==> config.mk <==
export PLATFORM = sky130hd
export DESIGN_NAME = motor_characterization_sequencer
export DESIGN_NICKNAME = d
export VERILOG_FILES = /design/src/hw/rtl/mcs_pkg.sv /design/src/hw/rtl/mcs_ramp.sv /design/src/hw/rtl/mcs_core.sv /design/src/hw/rtl/motor_characterization_sequencer.sv
export SDC_FILE = /design/constraint.sdc
export NUM_CORES = 2
export LEC_CHECK = 0
export BUFFER_PORTS_ARGS = -buffer_cell sky130_fd_sc_hd__buf_2
export CAP_MARGIN = 20
export CORE_UTILIZATION = 38
export DETAILED_ROUTE_END_ITERATION = 8
export GPL_ROUTABILITY_DRIVEN = 0
export MAX_ROUTING_LAYER = met4
export PLACE_DENSITY_LB_ADDON = 0.12
export RECOVER_POWER = 50
export SLEW_MARGIN = 20
export SYNTH_ARGS = -nofsm -noshare
export SYNTH_HDL_FRONTEND = slang
export SYNTH_SLANG_ARGS = --single-unit
export TNS_END_PERCENT = 1
==> constraint.sdc <==
create_clock -name clk -period 31.7 [get_ports clk]
set_clock_uncertainty 0.05 [all_clocks]
set_input_delay 3.17 -clock clk [delete_from_list [all_inputs] [get_ports clk]]
set_output_delay 3.17 -clock clk [all_outputs]
set_load 0.05 [all_outputs]
==> src/hw/rtl/mcs_pkg.sv <==
// Shared types and constants for the motor characterisation sequencer.
package mcs_pkg;

  typedef enum logic [2:0] {
    REG_RAMP_RATE   = 3'd0,
    REG_RAMP_MAX    = 3'd1,
    REG_STEP        = 3'd2,
    REG_TRAVEL      = 3'd3,
    REG_PRE_ROLL    = 3'd4,
    REG_TIME_CAP    = 3'd5,
    REG_PERIOD      = 3'd6,
    REG_SETTLE_TOUT = 3'd7
  } cfg_reg_t;

  localparam int CFG_DATA_W = 31;

  localparam logic [16:0] TIMER_MAX      = 17'h1FFFF;
  localparam int          MS_PER_S       = 1000;
  localparam logic [14:0] RECIP_1000     = 15'd16778;
  localparam int          RECIP_SHIFT    = 24;
  localparam int          SETTLE_MIN_D   = 10;
  localparam int          TRAVEL_RATIO   = 500;
  localparam logic [2:0]  SEGMENT_COUNT  = 3'd4;
  localparam int          RAMP_Q_W       = 22;

  typedef struct packed {
    logic [13:0] ramp_rate_mv_per_s;
    logic [13:0] ramp_max_mv;
    logic [13:0] step_mv;
    logic [30:0] travel_limit;
    logic [15:0] pre_roll_ms;
    logic [15:0] segment_time_cap_ms;
    logic [9:0]  sample_period_ms;
    logic [15:0] settle_timeout_ms;
  } mcs_cfg_t;

  typedef struct packed {
    logic signed [14:0] drive_mv;
    logic               sample_valid;
    logic [16:0]        sample_time_ms;
    logic [1:0]         segment_index;
    logic               segment_last;
    logic               run_busy;
    logic               run_done;
  } mcs_res_t;

endpackage

==> src/hw/rtl/mcs_ramp.sv <==
// Running quotient of ramp rate times elapsed drive time divided by 1000.
module mcs_ramp import mcs_pkg::*; (
  input  logic                clk,
  input  logic                rst,
  input  logic                clear,
  input  logic                advance,
  input  logic [13:0]         rate,
  output logic [RAMP_Q_W-1:0] quotient
);

  logic [9:0]  rem;
  logic [14:0] sum;
  logic [29:0] prod;
  logic [4:0]  carry;
  logic [14:0] carry_k;

  // The reciprocal is exact for every sum below 17383.
  assign sum     = 15'(rem) + 15'(rate);
  assign prod    = 30'(sum) * 30'(RECIP_1000);
  assign carry   = prod[RECIP_SHIFT +: 5];
  assign carry_k = 15'(carry) * 15'(MS_PER_S);

  always_ff @(posedge clk) begin
    if (rst || clear) begin
      quotient <= '0;
      rem      <= '0;
    end else if (advance) begin
      quotient <= quotient + RAMP_Q_W'(carry);
      rem      <= 10'(sum - carry_k);
    end
  end

endmodule

==> src/hw/rtl/mcs_core.sv <==
// Sequencer state and the per-transaction result logic.
module mcs_core import mcs_pkg::*; #(
  parameter int POSITION_WIDTH  = 32,
  parameter int SETTLE_CHECK_MS = 100
) (
  input  logic                             clk,
  input  logic                             rst,
  input  mcs_cfg_t                         cfg,
  input  logic                             step,
  input  logic                             mode,
  input  logic signed [POSITION_WIDTH-1:0] position,
  output mcs_res_t                         res,
  output logic signed [POSITION_WIDTH-1:0] sample_position
);

  localparam int PW  = POSITION_WIDTH;
  localparam int CTW = $clog2(SETTLE_CHECK_MS + 1);
  localparam int CW  = (PW + 10 > 32) ? PW + 10 : 32;

  typedef enum logic [1:0] {PH_IDLE, PH_SETTLE, PH_SEGMENT} phase_t;

  phase_t                 phase, phase_next;
  logic [2:0]             segment_count, segment_count_next;
  logic [16:0]            phase_timer, phase_timer_next;
  logic [CTW-1:0]         check_timer, check_timer_next;
  logic [9:0]             sample_timer, sample_timer_next;
  logic signed [PW-1:0]   origin_position, origin_position_next;
  logic signed [PW-1:0]   last_settle_position, last_settle_position_next;
  logic signed [14:0]     drive_level, drive_level_next;

  logic [16:0]            pt_inc;
  logic [CTW-1:0]         ct_inc;
  logic signed [PW-1:0]   origin_eff;
  logic [PW:0]            d_settle, d_segment;
  logic [CW-1:0]          travel_x;
  logic                   settle_stop, seg_stop;
  logic [16:0]            stop_time;
  logic [RAMP_Q_W-1:0]    ramp_q;
  logic [13:0]            mag;
  logic signed [14:0]     seg_drive;
  logic                   ramp_clear, ramp_adv;

  function automatic logic [PW:0] abs_diff(logic signed [PW-1:0] a, logic signed [PW-1:0] b);
    logic signed [PW:0] d;
    d = {a[PW-1], a} - {b[PW-1], b};
    return d[PW] ? (PW+1)'(-d) : (PW+1)'(d);
  endfunction

  mcs_ramp u_ramp (
    .clk      (clk),
    .rst      (rst),
    .clear    (ramp_clear),
    .advance  (ramp_adv),
    .rate     (cfg.ramp_rate_mv_per_s),
    .quotient (ramp_q)
  );

  assign pt_inc     = (phase_timer == TIMER_MAX) ? phase_timer : phase_timer + 17'd1;
  assign ct_inc     = check_timer + CTW'(1);
  assign origin_eff = (phase_timer == '0) ? position : origin_position;
  assign d_settle   = abs_diff(position, last_settle_position);
  assign d_segment  = abs_diff(position, origin_eff);
  assign travel_x   = CW'(cfg.travel_limit);
  assign settle_stop = (CW'(d_settle) < CW'(SETTLE_MIN_D)) ||
                       ((CW'(d_settle) * CW'(TRAVEL_RATIO)) < travel_x);
  assign stop_time  = 17'(cfg.pre_roll_ms) + 17'(cfg.segment_time_cap_ms);
  assign seg_stop   = (phase_timer >= stop_time) ||
                      ((cfg.travel_limit != '0) && (CW'(d_segment) >= travel_x));
  assign mag        = (segment_count < 3'd2) ?
                      ((ramp_q < RAMP_Q_W'(cfg.ramp_max_mv)) ? ramp_q[13:0] : cfg.ramp_max_mv) :
                      cfg.step_mv;
  assign seg_drive  = segment_count[0] ? -$signed({1'b0, mag}) : $signed({1'b0, mag});

  always_comb begin
    phase_next                = phase;
    segment_count_next        = segment_count;
    phase_timer_next          = phase_timer;
    check_timer_next          = check_timer;
    sample_timer_next         = sample_timer;
    origin_position_next      = origin_position;
    last_settle_position_next = last_settle_position;
    drive_level_next          = drive_level;
    ramp_clear                = 1'b0;
    ramp_adv                  = 1'b0;
    res                       = '0;
    sample_position           = '0;

    if (mode) begin
      segment_count_next        = '0;
      phase_next                = PH_SETTLE;
      phase_timer_next          = '0;
      check_timer_next          = '0;
      last_settle_position_next = position;
      drive_level_next          = '0;
      res.run_busy              = 1'b1;
    end else begin
      unique case (phase)
        PH_SETTLE: begin
          logic settle_end;
          settle_end   = 1'b0;
          res.run_busy = 1'b1;
          if (cfg.settle_timeout_ms == '0) begin
            settle_end = 1'b1;
          end else begin
            phase_timer_next = pt_inc;
            check_timer_next = ct_inc;
            if (32'(ct_inc) >= 32'(SETTLE_CHECK_MS)) begin
              check_timer_next = '0;
              if (settle_stop) begin
                settle_end = 1'b1;
              end else begin
                last_settle_position_next = position;
                if (pt_inc >= 17'(cfg.settle_timeout_ms)) settle_end = 1'b1;
              end
            end
          end
          if (settle_end) begin
            if (segment_count >= SEGMENT_COUNT) begin
              phase_next   = PH_IDLE;
              res.run_done = 1'b1;
            end else begin
              phase_next        = PH_SEGMENT;
              phase_timer_next  = '0;
              sample_timer_next = '0;
              drive_level_next  = '0;
              ramp_clear        = 1'b1;
            end
          end
        end
        PH_SEGMENT: begin
          res.run_busy         = 1'b1;
          res.segment_index    = segment_count[1:0];
          origin_position_next = origin_eff;
          if (sample_timer == '0) begin
            if (seg_stop) begin
              res.segment_last          = 1'b1;
              segment_count_next        = segment_count + 3'd1;
              phase_next                = PH_SETTLE;
              phase_timer_next          = '0;
              check_timer_next          = '0;
              last_settle_position_next = position;
              drive_level_next          = '0;
            end else begin
              drive_level_next   = (phase_timer < 17'(cfg.pre_roll_ms)) ? 15'sd0 : seg_drive;
              res.sample_valid   = 1'b1;
              res.sample_time_ms = phase_timer;
              sample_position    = position;
              sample_timer_next  = (cfg.sample_period_ms == '0) ? '0 :
                                   cfg.sample_period_ms - 10'd1;
            end
          end else begin
            sample_timer_next = sample_timer - 10'd1;
          end
          if (!res.segment_last) begin
            phase_timer_next = pt_inc;
            ramp_adv = (phase_timer != TIMER_MAX) &&
                       (phase_timer >= 17'(cfg.pre_roll_ms));
          end
        end
        default: begin
        end
      endcase
    end
    res.drive_mv = drive_level_next;
    ramp_clear   = ramp_clear & step;
    ramp_adv     = ramp_adv & step;
  end

  always_ff @(posedge clk) begin
    if (rst) begin
      phase                <= PH_IDLE;
      segment_count        <= '0;
      phase_timer          <= '0;
      check_timer          <= '0;
      sample_timer         <= '0;
      origin_position      <= '0;
      last_settle_position <= '0;
      drive_level          <= '0;
    end else if (step) begin
      phase                <= phase_next;
      segment_count        <= segment_count_next;
      phase_timer          <= phase_timer_next;
      check_timer          <= check_timer_next;
      sample_timer         <= sample_timer_next;
      origin_position      <= origin_position_next;
      last_settle_position <= last_settle_position_next;
      drive_level          <= drive_level_next;
    end
  end

  a_done_idle: assert property (@(posedge clk) disable iff (rst)
    step && res.run_done |=> phase == PH_IDLE)
    else $error("run completed but sequencer not idle");

  a_drive_only_in_segment: assert property (@(posedge clk) disable iff (rst)
    phase != PH_SEGMENT |-> drive_level == '0)
    else $error("drive applied outside a segment");

  a_last_no_sample: assert property (@(posedge clk) disable iff (rst)
    step && res.segment_last |-> !res.sample_valid && res.drive_mv == '0)
    else $error("segment end carries a sample or drive");

  a_count_bound: assert property (@(posedge clk) disable iff (rst)
    segment_count <= SEGMENT_COUNT)
    else $error("segment count out of range");

endmodule

==> src/hw/rtl/motor_characterization_sequencer.sv <==
// Top level: configuration registers, input register and result register.
//
//  Channel   Direction  Transaction contents
//  s_*       in         tuser: mode; tdata: position
//  m_*       out        tuser: sample_valid; tlast: segment_last; tdata: result fields
//  cfg_*     in         register write, index and data
//
// Each transaction is one step; one may be accepted every cycle unless m_* stalls.
// Each result is registered when its input leaves the input register.
// The input register is released whenever the result register is empty or being taken.
// Reset returns the sequencer to idle and loads the register defaults.
module motor_characterization_sequencer import mcs_pkg::*; #(
  parameter int POSITION_WIDTH  = 32,
  parameter int SETTLE_CHECK_MS = 100,
  localparam int IN_W  = ((POSITION_WIDTH + 7) / 8) * 8,
  localparam int OUT_W = ((POSITION_WIDTH + 36 + 7) / 8) * 8
) (
  input  logic                  clk,
  input  logic                  rst,
  input  logic                  s_tvalid,
  output logic                  s_tready,
  input  logic [IN_W-1:0]       s_tdata,   // position
  input  logic                  s_tuser,   // mode
  output logic                  m_tvalid,
  input  logic                  m_tready,
  output logic [OUT_W-1:0]      m_tdata,   // drive_mv, sample_time_ms, sample_position,
                                           // segment_index, run_busy, run_done
  output logic                  m_tuser,   // sample_valid
  output logic                  m_tlast,
  input  logic                  cfg_wen,
  input  logic [2:0]            cfg_index,
  input  logic [CFG_DATA_W-1:0] cfg_data
);

  localparam int PW = POSITION_WIDTH;

  mcs_cfg_t             cfg;
  logic                 in_valid;
  logic                 in_mode;
  logic signed [PW-1:0] in_pos;
  logic                 advance;
  mcs_res_t             res;
  logic signed [PW-1:0] res_pos;
  mcs_res_t             out_res;
  logic signed [PW-1:0] out_pos;

  assign advance  = in_valid && (!m_tvalid || m_tready);
  assign s_tready = !in_valid || advance;

  always_ff @(posedge clk) begin
    if (rst) begin
      cfg.ramp_rate_mv_per_s  <= 14'd250;
      cfg.ramp_max_mv         <= 14'd6000;
      cfg.step_mv             <= 14'd6000;
      cfg.travel_limit        <= '0;
      cfg.pre_roll_ms         <= 16'd500;
      cfg.segment_time_cap_ms <= 16'd10000;
      cfg.sample_period_ms    <= 10'd10;
      cfg.settle_timeout_ms   <= 16'd2000;
    end else if (cfg_wen) begin
      unique case (cfg_index)
        REG_RAMP_RATE:   cfg.ramp_rate_mv_per_s  <= cfg_data[13:0];
        REG_RAMP_MAX:    cfg.ramp_max_mv         <= cfg_data[13:0];
        REG_STEP:        cfg.step_mv             <= cfg_data[13:0];
        REG_TRAVEL:      cfg.travel_limit        <= cfg_data[30:0];
        REG_PRE_ROLL:    cfg.pre_roll_ms         <= cfg_data[15:0];
        REG_TIME_CAP:    cfg.segment_time_cap_ms <= cfg_data[15:0];
        REG_PERIOD:      cfg.sample_period_ms    <= cfg_data[9:0];
        REG_SETTLE_TOUT: cfg.settle_timeout_ms   <= cfg_data[15:0];
        default: begin
        end
      endcase
    end
  end

  always_ff @(posedge clk) begin
    if (rst) begin
      in_valid <= 1'b0;
    end else if (s_tready) begin
      in_valid <= s_tvalid;
    end
  end

  always_ff @(posedge clk) begin
    if (s_tvalid && s_tready) begin
      in_mode <= s_tuser;
      in_pos  <= $signed(s_tdata[PW-1:0]);
    end
  end

  mcs_core #(
    .POSITION_WIDTH  (POSITION_WIDTH),
    .SETTLE_CHECK_MS (SETTLE_CHECK_MS)
  ) u_core (
    .clk             (clk),
    .rst             (rst),
    .cfg             (cfg),
    .step            (advance),
    .mode            (in_mode),
    .position        (in_pos),
    .res             (res),
    .sample_position (res_pos)
  );

  always_ff @(posedge clk) begin
    if (rst) begin
      m_tvalid <= 1'b0;
    end else if (advance) begin
      m_tvalid <= 1'b1;
    end else if (m_tready) begin
      m_tvalid <= 1'b0;
    end
  end

  always_ff @(posedge clk) begin
    if (advance) begin
      out_res <= res;
      out_pos <= res_pos;
    end
  end

  assign m_tdata = OUT_W'({out_res.run_done, out_res.run_busy, out_res.segment_index,
                           out_pos, out_res.sample_time_ms, out_res.drive_mv});
  assign m_tuser = out_res.sample_valid;
  assign m_tlast = out_res.segment_last;

endmodule

==> results.sh <==
export IMPL_clock_latency_ns=0.62
export IMPL_dr_pass1_iters=8
export IMPL_antenna_found_initial=1
export IMPL_worstSetupEndpointType="flip-flop"
export IMPL_post_route_period_util_pct=40.0
export IMPL_syn_inst=4247
export IMPL_violations="max-capacitance violations, max-slew violations"
export IMPL_row_count=111
export IMPL_synth_top_area_share_pct=16.0
export IMPL_drv_cap=7
export IMPL_drt_iter0_markers=2043
export IMPL_tightest_slew_ns=5.42
export IMPL_grt_pass1_wl_mm=174
export IMPL_drive_gt1_share_pct=6.14
export IMPL_rsz0062_at_grt="no"
export IMPL_synth_ff_type="dfxtp_1"
export IMPL_r2r_start="in_pos[1]$_DFFE_PP_"
export IMPL_slew_viol_final=250
export IMPL_root_buffer="clkbuf_16"
export IMPL_nets=4975
export IMPL_crit_path_max_incr_delay_ns=0.82
export IMPL_initial_core_util_pct=38.5
export IMPL_wl_met3_mm=4.81
export IMPL_finalHoldViolations=0
export IMPL_setup_viol=0
export IMPL_synth_top_cell_by_area="dfxtp_1"
export IMPL_cts_htree_levels=2
export IMPL_period_needed_ns=12.69
export IMPL_seq_area_um2=8760
export IMPL_synth_area_um2=35400
export IMPL_arrival_ns=13.16
export IMPL_cts_tree="done"
export IMPL_avgRoutedWirePerCell_um=19.9
export IMPL_vias=30700
export IMPL_die_y_um=307
export IMPL_drtAntennaViolNets=0
export IMPL_cp_required_ns=32.17
export IMPL_clkTransAtPathRegs_ns=0.06
export IMPL_hp_start="cfg[26]$_SDFFE_PP0P_"
export IMPL_routed_wl_mm=112
export IMPL_avgSynthCellArea_um2=8.33
export IMPL_holdCritPathClass="reg -> reg"
export IMPL_grt_pass1_vias=29400
export IMPL_overflow=0
export IMPL_pin_count=148
export IMPL_worstSetupPathType="reg -> reg"
export IMPL_dieArea_um2=94300
export IMPL_num_fill_cells=9393
export IMPL_grt_max_degree=105
export IMPL_coreArea_um2=91900
export IMPL_via_per_inst=5.47
export IMPL_max_freq_mhz=78.8
export IMPL_crit_fanout=32
export IMPL_routed_wl_met2_mm=50.6
export IMPL_fin_util_pct=42.4
export IMPL_wl_met1_mm=54.6
export IMPL_yosysSeqAreaShare_pct=24.8
export IMPL_ys_warn_count=0
export IMPL_setup_worst_path_start_class="flip-flop"
export IMPL_highest_layer="met4"
export IMPL_post_cts_buffers=0
export IMPL_maxSlewHeadroom_pct=-261
export IMPL_cts_sinks=386
export IMPL_slowest_stage="a31oi_4"
export IMPL_cts_repair_resized=0
export IMPL_status="finished, violations left"
export IMPL_crit_start="in_pos[1]$_DFFE_PP_"
export IMPL_fp_dieW_um=307
export IMPL_drc=0
export IMPL_syn_to_final_growth_pct=10.2
export IMPL_diodes=0
export IMPL_multiInputGateArea_um2=24300
export IMPL_async_reset_ff_share_pct=0
export IMPL_cts_hold_buffers_added=0
export IMPL_ys_types=100
export IMPL_grt_use_total_pct=24.2
export IMPL_place_hpwl_mm=86.9
export IMPL_synth_edf_count=103
export IMPL_final_cell_mix="nand2_1 (447), inv_1 (446), ha_1 (434)"
export IMPL_ys_top_cells_by_area="dfxtp_1 (16%), ha_1 (15%), edfxtp_1 (8.7%)"
export IMPL_ctsLongestPathBuffers=3
export IMPL_numPortBuffers=143
export IMPL_tns_ns=0
export IMPL_cts_made_buffers=49
export IMPL_synth_seq_cells=386
export IMPL_final_common_cell="nand2_1"
critical path: cells and delay by family (launching register included):
family | cells | cell delay [ns]
AOI/OAI and AO/OA | 22 | 6.10
adders and majority gates | 7 | 3.16
and+or+nand+nor | 6 | 1.15
xor gates and xnor gates | 2 | 0.83
buffers and inverters | 4 | 0.76
DFF | 1 | 0.48
state kept, by name (all words and copies together), names as in the netlist:
| register | count |
|---|---|
| u_core.segment_count | 3 |
| cfg | 131 |
| m_tdata | 36 |
| in_mode | 1 |
| m_tuser | 1 |
| in_valid | 1 |
| u_core.last_settle_position | 32 |
| u_core.u_ramp.rem | 10 |
| u_core.phase | 2 |
| u_core.drive_level | 15 |
| u_core.phase_timer | 17 |
| u_core.sample_timer | 10 |
| u_core.u_ramp.quotient | 22 |
| m_tvalid | 1 |
| u_core.check_timer | 7 |
| m_tlast | 1 |
| out_pos | 32 |
| in_pos | 32 |
| u_core.origin_position | 32 |
cell usage after synthesis, drive strengths merged, types with 30 or more instances:
| cell | number |
|---|---|
| nand2 | 448 |
| inv | 447 |
| ha | 434 |
| a21oi | 369 |
| dfxtp | 283 |
| nor2 | 250 |
| o21ai | 206 |
| xnor2 | 144 |
| fa | 143 |
| clkbuf | 138 |
| nand3 | 129 |
| edfxtp | 103 |
| a21o | 93 |
| xor2 | 78 |
| nor3 | 69 |
| and2 | 68 |
| a211oi | 64 |
| o211ai | 54 |
| nand4 | 53 |
| mux2i | 52 |
| nand2b | 48 |
| nor2b | 42 |
| nor4 | 42 |
| o21a | 40 |
| and3 | 30 |
| or3 | 30 |
final timing paths:
check        slack, ns  cells after the start                                            to
max              19.01                     41  u_core.last_settle_position[26]$_SDFFE_PP0P_
min               0.41                      2                          cfg[26]$_SDFFE_PP0P_
max reg2reg      19.01                     41  u_core.last_settle_position[26]$_SDFFE_PP0P_
min reg2reg       0.41                      2                          cfg[26]$_SDFFE_PP0P_
through the flow:
step                setup slack (ns)  area (µm²)  hold WS, ns  cells
floorplan                      20.67       35400        0.382   4250
detailed placement             19.17       37400        0.403   5518
CTS                            19.13       39100        0.414   5609
global placement               19.23       37400        0.395   5518
global route                   18.28       39000        0.438   5609
finish                         19.01       39000        0.411   5609
layout make-up:
class                      instances  area share, %
clock buffer                      70           3.67
clock inverter                    21          0.665
inverter                         448           4.32
multi-input combinational       3251           62.4
sequential                       386           22.5
tap                             1243           3.99
timing repair buffer             190           2.50
metal layers:
metal / track usage [%] / up-vias
li1: - / 15200
met1: 34.0 / 14700
met2: 37.8 / 673
met3: 2.32 / 111
met4: 4.48 / 0
met5: - / -
kinds of logic after synthesis:
group | synth area share [%]
compound gates | 20.0
simple gates | 17.6
other cells | 0.0106
fa+ha+maj | 23.6
flops | 24.8
buf+inv | 6.67
xor+xnor | 5.65
mux | 1.66
Power is left out: the tool's default activity adds up to more than one toggle a clock period on the data nets, which glitch-free logic cannot reach.
